<file path="config.mk">
export PLATFORM = sky130hd
export DESIGN_NAME = sensor_packet_framer_crc16
export DESIGN_NICKNAME = d
export VERILOG_FILES = /design/src/hdl/spf_pkg.sv /design/src/hdl/spf_front.sv /design/src/hdl/spf_back.sv /design/src/hdl/spf_outq.sv /design/src/hdl/sensor_packet_framer_crc16.sv
export SDC_FILE = /design/constraint.sdc
export NUM_CORES = 1
export LEC_CHECK = 0
export BUFFER_PORTS_ARGS = -buffer_cell sky130_fd_sc_hd__buf_2
export CORE_ASPECT_RATIO = 1.75
export CORE_MARGIN = 5
export CORE_UTILIZATION = 55
export DETAILED_ROUTE_END_ITERATION = 8
export HOLD_SLACK_MARGIN = 0.15
export PLACE_DENSITY_LB_ADDON = 0.3
export SYNTH_ARGS = -nofsm -noshare
export SYNTH_HDL_FRONTEND = slang
export SYNTH_SLANG_ARGS = --single-unit
</file>
<file path="constraint.sdc">
create_clock -name clock -period 7.7 [get_ports clock]
set_input_delay 1.54 -clock clock [delete_from_list [all_inputs] [get_ports clock]]
set_output_delay 1.54 -clock clock [all_outputs]
set_load 0.02 [all_outputs]
</file>
<file path="src/hdl/spf_pkg.sv">
// Shared types and constants for the sensor packet framer.
// No dependencies; imported by every module of the framer.
package spf_pkg;

   // Item kinds as carried on req_type
   localparam logic [1:0] KIND_BEGIN = 2'd0;
   localparam logic [1:0] KIND_DATA  = 2'd1;
   localparam logic [1:0] KIND_END   = 2'd2;
   localparam logic [1:0] KIND_NONE  = 2'd3;

   localparam logic [15:0] CRC_POLY = 16'h1021;
   localparam logic [15:0] CRC_INIT = 16'hFFFF;
   localparam logic [7:0]  CI_BYTE  = 8'h08;

   // Classified work for the back end
   typedef struct packed {
      logic [1:0]  kind;
      logic        three;   // data: three bytes rather than two
      logic [23:0] value;   // data: offset sum; begin: {8'h0, len-1, mask}
   } cmd_type;

   // One packet byte on its way out
   typedef struct packed {
      logic [7:0] data;
      logic       last;
      logic       pend;
   } out_type;

endpackage

</file>
<file path="src/hdl/spf_front.sv">
// Front end: holds the sensor mask, classifies request beats and queues commands.
// Depends on spf_pkg.
module spf_front
   import spf_pkg::*;
(
   input  logic               clock,
   input  logic               reset,
   input  logic               req_push,
   input  logic [1:0]         req_type,
   input  logic signed [23:0] reading_value,
   input  logic [1:0]         offset_select,
   input  logic               three_bytes,
   input  logic               csr_we,
   input  logic [7:0]         csr_wdata,
   output logic               req_full,
   output logic               cmd_valid,
   output cmd_type            cmd,
   input  logic               cmd_pop
);

   // Bytes contributed by each presence bit
   localparam logic [5:0] BYTES_PER_BIT [8] = '{6'd6, 6'd4, 6'd4, 6'd4,
                                                6'd4, 6'd6, 6'd4, 6'd2};

   logic [7:0]  mask_ff;
   cmd_type     q_ff [2];
   logic        wr_ptr_ff, rd_ptr_ff;
   logic [1:0]  count_ff;
   logic [5:0]  body_bytes;
   logic [7:0]  len_m1;
   logic [23:0] offset;
   cmd_type     new_cmd;
   logic        accept, push;

   // Configuration register
   always_ff @(posedge clock) begin
      if (reset) begin
         mask_ff <= 8'h00;
      end else if (csr_we) begin
         mask_ff <= csr_wdata;
      end
   end

   // Packet length from the presence mask
   always_comb begin
      body_bytes = 6'd0;
      for (int i = 0; i < 8; i++) begin
         if (mask_ff[i]) begin
            body_bytes = body_bytes + BYTES_PER_BIT[i];
         end
      end
      len_m1 = {2'b00, body_bytes} + 8'd6;
   end

   // Offset selection
   always_comb begin
      case (offset_select)
         2'd0:    offset = 24'd0;
         2'd1:    offset = 24'd18000;
         2'd2:    offset = 24'd10000;
         default: offset = 24'd30000;
      endcase
   end

   // Classify the beat
   always_comb begin
      new_cmd.kind  = req_type;
      new_cmd.three = three_bytes;
      if (req_type == KIND_DATA) begin
         new_cmd.value = reading_value + offset;
      end else begin
         new_cmd.value = {8'h00, len_m1, mask_ff};
      end
   end

   assign req_full  = (count_ff == 2'd2);
   assign accept    = req_push && !req_full;
   // Unknown kinds are taken and dropped
   assign push      = accept && (req_type != KIND_NONE);
   assign cmd_valid = (count_ff != 2'd0);
   assign cmd       = q_ff[rd_ptr_ff];

   // Two-entry command queue
   always_ff @(posedge clock) begin
      if (push) begin
         q_ff[wr_ptr_ff] <= new_cmd;
      end
   end

   always_ff @(posedge clock) begin
      if (reset) begin
         wr_ptr_ff <= 1'b0;
         rd_ptr_ff <= 1'b0;
         count_ff  <= 2'd0;
      end else begin
         if (push) begin
            wr_ptr_ff <= ~wr_ptr_ff;
         end
         if (cmd_pop) begin
            rd_ptr_ff <= ~rd_ptr_ff;
         end
         if (push && !cmd_pop) begin
            count_ff <= count_ff + 2'd1;
         end else if (!push && cmd_pop) begin
            count_ff <= count_ff - 2'd1;
         end
      end
   end

endmodule

</file>
<file path="src/hdl/spf_back.sv">
// Back end: steps a command one byte a cycle unless out_full, keeping the running CRC.
// Depends on spf_pkg.
module spf_back
   import spf_pkg::*;
(
   input  logic    clock,
   input  logic    reset,
   input  logic    cmd_valid,
   input  cmd_type cmd,
   output logic    cmd_pop,
   input  logic    out_full,
   output logic    out_push,
   output out_type out_beat
);

   logic [15:0] crc_ff, crc_in;
   logic [2:0]  step_ff, step_in;
   logic [15:0] crc_base;
   logic [7:0]  fed;
   logic        upd, emit, fin, advance;
   logic [1:0]  sel;

   // One byte of CRC-16/CCITT, MSB first
   function automatic logic [15:0] crc_feed(input logic [15:0] c, input logic [7:0] b);
      logic [15:0] v;
      v = c ^ {b, 8'h00};
      for (int k = 0; k < 8; k++) begin
         v = v[15] ? ({v[14:0], 1'b0} ^ CRC_POLY) : {v[14:0], 1'b0};
      end
      return v;
   endfunction

   // Byte selection per command kind and step
   always_comb begin
      fed           = 8'h00;
      upd           = 1'b0;
      emit          = 1'b0;
      fin           = 1'b0;
      crc_base      = crc_ff;
      out_beat.data = 8'h00;
      out_beat.pend = 1'b0;
      sel           = step_ff[1:0] + {1'b0, ~cmd.three};
      case (cmd.kind)
         KIND_BEGIN: begin
            case (step_ff)
               3'd0, 3'd2: fed = cmd.value[15:8];
               3'd1, 3'd3: fed = CI_BYTE;
               default:    fed = cmd.value[7:0];
            endcase
            if (step_ff == 3'd0) begin
               crc_base = CRC_INIT;
            end
            upd           = 1'b1;
            emit          = 1'b1;
            fin           = (step_ff == 3'd4);
            out_beat.data = fed;
         end
         KIND_DATA: begin
            case (sel)
               2'd0:    fed = cmd.value[23:16];
               2'd1:    fed = cmd.value[15:8];
               default: fed = cmd.value[7:0];
            endcase
            upd           = 1'b1;
            emit          = 1'b1;
            fin           = (sel == 2'd2);
            out_beat.data = fed;
         end
         KIND_END: begin
            // two zero bytes into the CRC, then the CRC itself
            case (step_ff)
               3'd0, 3'd1: upd = 1'b1;
               3'd2: begin
                  emit          = 1'b1;
                  out_beat.data = crc_ff[15:8];
               end
               default: begin
                  emit          = 1'b1;
                  fin           = 1'b1;
                  out_beat.data = crc_ff[7:0];
                  out_beat.pend = 1'b1;
               end
            endcase
         end
         default: fin = 1'b1;
      endcase
      out_beat.last = fin;
   end

   assign advance  = cmd_valid && !out_full;
   assign out_push = advance && emit;
   assign cmd_pop  = advance && fin;
   assign crc_in   = (advance && upd) ? crc_feed(crc_base, fed) : crc_ff;
   assign step_in  = !advance ? step_ff : (fin ? 3'd0 : step_ff + 3'd1);

   always_ff @(posedge clock) begin
      if (reset) begin
         crc_ff  <= CRC_INIT;
         step_ff <= 3'd0;
      end else begin
         crc_ff  <= crc_in;
         step_ff <= step_in;
      end
   end

endmodule

</file>
<file path="src/hdl/spf_outq.sv">
// Result queue: two-entry buffer between the back end and the rsp_ port.
// Depends on spf_pkg.
module spf_outq
   import spf_pkg::*;
(
   input  logic    clock,
   input  logic    reset,
   input  logic    push,
   input  out_type beat_in,
   output logic    full,
   input  logic    pop,
   output logic    empty,
   output out_type beat_out
);

   out_type    q_ff [2];
   logic       wr_ptr_ff, rd_ptr_ff;
   logic [1:0] count_ff;
   logic       do_pop;

   assign full     = (count_ff == 2'd2);
   assign empty    = (count_ff == 2'd0);
   assign do_pop   = pop && !empty;
   assign beat_out = q_ff[rd_ptr_ff];

   // Storage
   always_ff @(posedge clock) begin
      if (push) begin
         q_ff[wr_ptr_ff] <= beat_in;
      end
   end

   // Pointers and fill count
   always_ff @(posedge clock) begin
      if (reset) begin
         wr_ptr_ff <= 1'b0;
         rd_ptr_ff <= 1'b0;
         count_ff  <= 2'd0;
      end else begin
         if (push) begin
            wr_ptr_ff <= ~wr_ptr_ff;
         end
         if (do_pop) begin
            rd_ptr_ff <= ~rd_ptr_ff;
         end
         if (push && !do_pop) begin
            count_ff <= count_ff + 2'd1;
         end else if (!push && do_pop) begin
            count_ff <= count_ff - 2'd1;
         end
      end
   end

endmodule

</file>
<file path="src/hdl/sensor_packet_framer_crc16.sv">
// Sensor packet framer with a CRC-16/CCITT trailer (init FFFF, two zero bytes fed in
// before the CRC is sent); uses spf_pkg, spf_front, spf_back and spf_outq. The first
// byte of a request beat reaches the rsp_ ports through the command queue and the
// result queue registers. The back end's byte sequencer emits a begin as five bytes,
// a data beat as two or three and an end as two CRC bytes; request beats queue two deep.
// Reset (synchronous, active high) empties both queues, clears the mask, CRC to FFFF.
module sensor_packet_framer_crc16
   import spf_pkg::*;
(
   input  logic               clock,
   input  logic               reset,
   input  logic               req_push,
   output logic               req_full,
   input  logic [1:0]         req_type,
   input  logic signed [23:0] req_reading_value,
   input  logic [1:0]         req_offset_select,
   input  logic               req_three_bytes,
   output logic               rsp_empty,
   input  logic               rsp_pop,
   output logic [7:0]         rsp_out_byte,
   output logic               rsp_run_last,
   output logic               rsp_packet_end,
   input  logic               csr_we,
   input  logic [7:0]         csr_wdata
);

   logic    cmd_valid, cmd_pop, out_full, out_push;
   cmd_type cmd;
   out_type out_beat, head;

   spf_front u_front (
      .clock         (clock),
      .reset         (reset),
      .req_push      (req_push),
      .req_type      (req_type),
      .reading_value (req_reading_value),
      .offset_select (req_offset_select),
      .three_bytes   (req_three_bytes),
      .csr_we        (csr_we),
      .csr_wdata     (csr_wdata),
      .req_full      (req_full),
      .cmd_valid     (cmd_valid),
      .cmd           (cmd),
      .cmd_pop       (cmd_pop)
   );

   spf_back u_back (
      .clock     (clock),
      .reset     (reset),
      .cmd_valid (cmd_valid),
      .cmd       (cmd),
      .cmd_pop   (cmd_pop),
      .out_full  (out_full),
      .out_push  (out_push),
      .out_beat  (out_beat)
   );

   spf_outq u_outq (
      .clock    (clock),
      .reset    (reset),
      .push     (out_push),
      .beat_in  (out_beat),
      .full     (out_full),
      .pop      (rsp_pop),
      .empty    (rsp_empty),
      .beat_out (head)
   );

   assign rsp_out_byte   = head.data;
   assign rsp_run_last   = head.last;
   assign rsp_packet_end = head.pend;

endmodule
</file>
# == Word-level counts from Yosys, hierarchy flattened ==
# Memory sizes are Yosys's and may differ from the RTL's. A register that Yosys moved wholly into a read port is not among the register bits.
# Cells that the tools add are included.
# word_totals
regBits,35
mem_bits_rw,74
out_inout_bits,12
word_cells,130
mem_count,2
# mem_list
name,depth,word_bits,read_ports,rd_ports_with_merged_regs,wr,line,source
u_front.q_ff,2,27,1,1,1,spf_front.sv:26,cmd_type q_ff [2];
u_outq.q_ff,2,10,1,1,1,spf_outq.sv:16,out_type q_ff [2];
# op_classes
addsub,15
n_eq_ne,14
n_mux,45
bitwise_logic,14
n_reduce_logical,31
# op_table
cell,count
$mux 13,8
$pmux 8 s2,4
$pmux 15 s3,1
$mux 6,7
$mux 16,2
$add 6x3->6 const B,5
$add 24x15->24,1
$mux 24,1
$not 3->3,8
$pmux 8 s3,1
$xor 16x16->16,1
$mux 1,12
$logic_and 1x1->1,11
$eq 2x2->1 const B,5
$eq 2x1->1 const B,4
$logic_not 2->1,4
$mux 2,4
$reduce_or 2->1,4
$add 6x3->7 const B,1
$logic_not 1->1,7
$add 6x2->6 const B,1
$eq 3x2->1 const B,2
$mux 3,2
$reduce_bool 2->1,3
other kinds (13),20

# == Longest topological paths before layout ==
# depth
ltp_word,22
mapped_depth,20
mapped_depth_nobuf,19

# == Hierarchy ==
# From an unflattened synthesis, not the netlist that was laid out.
# hier_totals
hier_cells,674
hier_area_um2,6941.7
# modules_own_cells
mod,instances,cells_each,area_each_um2,seq_area_each_um2
spf_front,1,377,4087.7,1881.8
spf_back,1,244,1926.8,380.4
spf_outq,1,53,927.1,700.7

# == Least setup slack after synthesis ==
# OpenSTA, ideal clock, no wires.
# synth_path
path_kind,register to register
start,register u_front.mask_ff[0]
end,"memory u_front.q_ff[0][14] (netlist bit), data pin"
setup_time_ps,186
t_arrival_ps,4602
setup_slack_ps,2912
stages_incl_launch_ff,21
n_path_buf,1
synth_period_minus_slack_ps,4788
path_cell_list,dfxtp_1 inv_1 ha_1 clkbuf_1 xor2_1 xor2_1 mux2_2 ha_1 nand2_1 nand2_1 a21oi_1 xor2_1 ha_1 nand3_1 nor2_1 or4b_1 mux2_4 a31oi_4 xor2_2 or4b_1 o31ai_1
# synth_lines
element,line,source
from (decl),spf_front.sv:25,logic [7:0] mask_ff;
from (signal assigned),spf_front.sv:40,mask_ff <= csr_wdata;
to (decl),spf_front.sv:26,

==> impl_results.html <==
<table>
<tr><th>Metric</th><th>Value</th></tr>
<tr><th colspan="2">Power and ir drop</th></tr>
<tr><td>Power Total</td><td>0.00239 W</td></tr>
<tr><td>Static leakage power</td><td>2.87 nW</td></tr>
<tr><td>Power density of the placed cells</td><td>331 nW/um^2</td></tr>
<tr><td>Max rail drop VDD</td><td>0.000135 V</td></tr>
<tr><th colspan="2">Worst hold path</th></tr>
<tr><td>Path category of the worst min-delay check</td><td>flip-flop to flip-flop</td></tr>
<tr><th colspan="2">Global route</th></tr>
<tr><td>First-pass GRT wire length</td><td>22.9 mm</td></tr>
<tr><td>Most Crowded Layer GR</td><td>met2</td></tr>
<tr><td>Initial antenna violation count</td><td>0</td></tr>
<tr><td>Overall overflow remaining after global route</td><td>0</td></tr>
<tr><td>Largest net degree at the start of global routing</td><td>42</td></tr>
<tr><td>Met3 track demand over resource</td><td>3.26%</td></tr>
<tr><td>Gr usage total</td><td>20.3%</td></tr>
<tr><td>Via count of the first global-routing pass</td><td>4977</td></tr>
<tr><td>Met2 track demand over resource</td><td>39.0%</td></tr>
<tr><td>Met1 Use GR</td><td>19.3%</td></tr>
<tr><th colspan="2">Critical path</th></tr>
<tr><td>Sort of element at the start of the critical path</td><td>flip-flop</td></tr>
<tr><td>Critical Setup Path Class</td><td>flip-flop to flip-flop</td></tr>
<tr><td>Family with the most delay on the worst path</td><td>simple AND/OR/NAND/NOR gates</td></tr>
<tr><td>WP data required</td><td>7.84 ns</td></tr>
<tr><td>Cells along the critical path</td><td>inv_1 &gt; ha_1 &gt; xor2_1 &gt; xor2_1 &gt; mux2_2 &gt; ha_1 &gt; nand2_1 &gt; nand2_1 &gt; a21oi_1 &gt; xor2_1 &gt; ha_1 &gt; nand3_1 &gt; nor2_1 &gt; or4b_1 &gt; mux2_4 &gt; a31oi_4 &gt; xor2_2 &gt; or4b_1 &gt; o31ai_1</td></tr>
<tr><td>Setup crit end kind</td><td>flip-flop</td></tr>
<tr><td>Crit-path max FO</td><td>7</td></tr>
<tr><td>Worst endpoint data arrival time</td><td>5.35 ns</td></tr>
<tr><td>Cell with the largest stage delay on the worst path</td><td>sky130_fd_sc_hd__or4b_1</td></tr>
<tr><td>Crit path buffers/inverters</td><td>1</td></tr>
<tr><td>Critical Path Max Stage Delay</td><td>0.48 ns</td></tr>
<tr><th colspan="2">Clock network</th></tr>
<tr><td>Clk_lat worst skew</td><td>0.35 ns</td></tr>
<tr><td>Max Buffers Root-to-Sink</td><td>2</td></tr>
<tr><td>Clock tree from TritonCTS</td><td>done</td></tr>
<tr><td>Root Buffer</td><td>sky130_fd_sc_hd__clkbuf_16</td></tr>
<tr><td>Post-CTS setup repair buffer count</td><td>0</td></tr>
<tr><td>Number of gates resized after cts</td><td>0</td></tr>
<tr><td>Clock-pin slew of the registers on the worst-case setup and hold paths</td><td>0.07 ns</td></tr>
<tr><td>H-Tree Level Count</td><td>3</td></tr>
<tr><td>Clock buffers created by TritonCTS</td><td>9</td></tr>
<tr><td>Sink count of the clock tree</td><td>111</td></tr>
<tr><td>Count of hold buffers inserted by post-cts repair</td><td>0</td></tr>
<tr><th colspan="2">Die</th></tr>
<tr><td>Floorplan die area</td><td>14300 um^2</td></tr>
<tr><td>Number of top-level design ports</td><td>54</td></tr>
<tr><td>Initial cell density of the core</td><td>55.4%</td></tr>
<tr><td>Die Ht</td><td>155 um</td></tr>
<tr><td>Core area</td><td>11900 um^2</td></tr>
<tr><td>Width of the die</td><td>92.6 um</td></tr>
<tr><td>Std cell rows</td><td>53</td></tr>
<tr><th colspan="2">Logic synthesis</th></tr>
<tr><td>Count of flip-flops with a built-in enable after synthesis</td><td>74</td></tr>
<tr><td>Async set-reset flop share out of synthesis</td><td>0%</td></tr>
<tr><td>Cells after synthesis</td><td>621</td></tr>
<tr><td>Yosys warning count</td><td>0</td></tr>
<tr><td>Post-Syn Area per Cell</td><td>10.6 um^2</td></tr>
<tr><td>Post-synthesis cell area</td><td>6570 um^2</td></tr>
<tr><td>Register area share after synthesis</td><td>45.1%</td></tr>
<tr><td>Count of different cell masters after synthesis</td><td>56</td></tr>
<tr><td>Number of nets in the synthesized netlist</td><td>695</td></tr>
<tr><td>Dominant register cell in the synthesized netlist</td><td>sky130_fd_sc_hd__edfxtp_1</td></tr>
<tr><td>FF+latch count, synth</td><td>111</td></tr>
<tr><th colspan="2">Routing</th></tr>
<tr><td>Wirelength, routed</td><td>13.9 mm</td></tr>
<tr><td>Total vias in the final route</td><td>4760</td></tr>
<tr><td>Vias per std cell</td><td>5.91</td></tr>
<tr><td>Number of detailed-routing iterations run before antenna repair</td><td>6</td></tr>
<tr><td>DRC errors left</td><td>0</td></tr>
<tr><td>Wire length per cell</td><td>17.2 um</td></tr>
<tr><td>Final ANT Viol Nets</td><td>0</td></tr>
<tr><td>Number of DRC violations after detailed-routing iteration 0</td><td>147</td></tr>
<tr><th colspan="2">Cells and area</th></tr>
<tr><td>Most frequent cells in the layout</td><td>sky130_fd_sc_hd__nor2_1, sky130_fd_sc_hd__edfxtp_1, sky130_fd_sc_hd__buf_2</td></tr>
<tr><td>Signed area change from the synthesized netlist to the final layout</td><td>9.92%</td></tr>
<tr><td>Antenna diodes</td><td>0</td></tr>
<tr><td>Layout net count</td><td>738</td></tr>
<tr><td>Fraction of layout instances using a drive strength above 1</td><td>17.9%</td></tr>
<tr><td>Commonest non-fill, non-tap cell in the layout</td><td>sky130_fd_sc_hd__nor2_1</td></tr>
<tr><th colspan="2">Placed design</th></tr>
<tr><td>Final weighted congestion in routability-driven placement</td><td>0.885</td></tr>
<tr><td>Number of port buffers</td><td>53</td></tr>
<tr><td>Final HPWL DP</td><td>10.8 mm</td></tr>
<tr><th colspan="2">STA</th></tr>
<tr><td>Slew of the pin with the lowest slew margin</td><td>1.07 ns</td></tr>
<tr><td>Clock skew after layout</td><td>0.00935 ns</td></tr>
<tr><td>Maximum clock rate</td><td>192 MHz</td></tr>
<tr><td>Max-slew violation count</td><td>0</td></tr>
<tr><td>Worst relative slew slack</td><td>26.7%</td></tr>
<tr><td>Finish-stage setup viols</td><td>0</td></tr>
<tr><td>Final Hold Violating Endpoints</td><td>0</td></tr>
<tr><td>RSZ-0062 raised after global routing</td><td>false</td></tr>
<tr><td>Total negative setup slack</td><td>0 ns</td></tr>
<tr><td>Final critical-path required period</td><td>5.22 ns</td></tr>
<tr><td>Final period util</td><td>67.8%</td></tr>
<tr><th colspan="2">Outcome</th></tr>
<tr><td>Status</td><td>finished, final reports clean</td></tr>
<tr><th colspan="2">Run</th></tr>
<tr><td>Max-Cap Viols</td><td>0</td></tr>
</table>
## layout make-up
cell class | instances | area (um^2)
multi-input combinational | 458 | 3410
fill | 974 | 4650
timing repair buffer | 60 | 318
clock inverter | 7 | 51.3
tap | 137 | 171
inverter | 24 | 90.1
clock buffer | 9 | 225
sequential | 111 | 2960
## sequential cells by signal (all words and copies together) (netlist names), named ones only
signal             count
u_front.rd_ptr_ff      1
u_outq.q_ff           20
u_front.mask_ff        8
u_outq.wr_ptr_ff       1
u_outq.count_ff        2
u_front.q_ff          54
u_outq.rd_ptr_ff       1
u_back.crc_ff         16
u_front.count_ff       2
u_back.step_ff         3
u_front.wr_ptr_ff      1
## where the power goes
part	switching, W	internal (W)	total [W]
Sequential	0.0000699	0.000784	0.000854
Combinational	0.000617	0.000480	0.00110
Clock	0.000215	0.000223	0.000438
Total	0.000902	0.00149	0.00239
## cells by family after synthesis
family,Yosys count,share of synthesized area [%]
compound gates,114,11.7
xor+xnor,63,9.04
fa+ha+maj,32,6.21
buf+inv,52,3.20
flops,111,45.1
mux,61,11.4
simple gates,188,13.4
## cells in the mapped netlist (all sizes together), types with 3 or more instances
| library cell | number | share of area [%] |
|---|---|---|
| nand3b | 3 | 0.34 |
| nor3 | 15 | 1.1 |
| nand3 | 5 | 0.38 |
| xnor2 | 35 | 4.8 |
| dfxtp | 37 | 11 |
| a211o | 9 | 1.2 |
| or3 | 6 | 0.57 |
| mux4 | 8 | 2.7 |
| mux2 | 26 | 4.5 |
| or2 | 3 | 0.29 |
| a21oi | 21 | 1.6 |
| o22ai | 9 | 0.86 |
| o21ai | 27 | 2.1 |
| and2 | 3 | 0.29 |
| nand2b | 12 | 1.1 |
| a221oi | 3 | 0.40 |
| mux2i | 27 | 4.1 |
| nor2 | 82 | 4.7 |
| o21a | 10 | 1.1 |
| nor2b | 12 | 1.1 |
| nor4 | 5 | 0.48 |
| clkbuf | 17 | 0.97 |
| a21o | 3 | 0.34 |
| inv | 24 | 1.4 |
| nand2 | 35 | 2.0 |
| buf | 11 | 0.86 |
| edfxtp | 74 | 34 |
| ha | 31 | 5.9 |
| xor2 | 26 | 3.6 |
| a22oi | 15 | 1.7 |
## metrics by stage
step | hold WS (ns) | cell area (um^2) | instances | util, % | setup WS, ns
6_report | 0.496 | 7220 | 806 | 60.9 | 2.48
2_1_floorplan | 0.460 | 6570 | 621 | - | 2.91
5_1_grt | 0.516 | 7220 | 806 | 60.9 | 2.15
3_3_place_gp | 0.471 | 6950 | 790 | 58.5 | 2.77
3_5_place_dp | 0.482 | 6950 | 790 | 58.5 | 2.53
4_1_cts | 0.498 | 7220 | 806 | 60.9 | 2.50
## routing by layer
| metal | vias up | wire, um |
|---|---|---|
| li1 | 2328 | - |
| met1 | 2276 | 4850 |
| met2 | 113 | 7790 |
| met3 | 43 | 466 |
| met4 | 0 | 783 |
| met5 | - | 0 |
## path summary, 6_finish.rpt
kind                                         start                  end  slack (ns)  depth (start not counted)
worst max register to register  u_front.mask_ff[0]  u_front.q_ff[0][14]        2.48                         19
worst min-delay path             u_back.crc_ff[12]    u_back.crc_ff[12]        0.50                          1
worst max-delay path            u_front.mask_ff[0]  u_front.q_ff[0][14]        2.48                         19
worst min register to register   u_back.crc_ff[12]    u_back.crc_ff[12]        0.50                          1
Note: power is estimated with default switching activity, not from simulation.
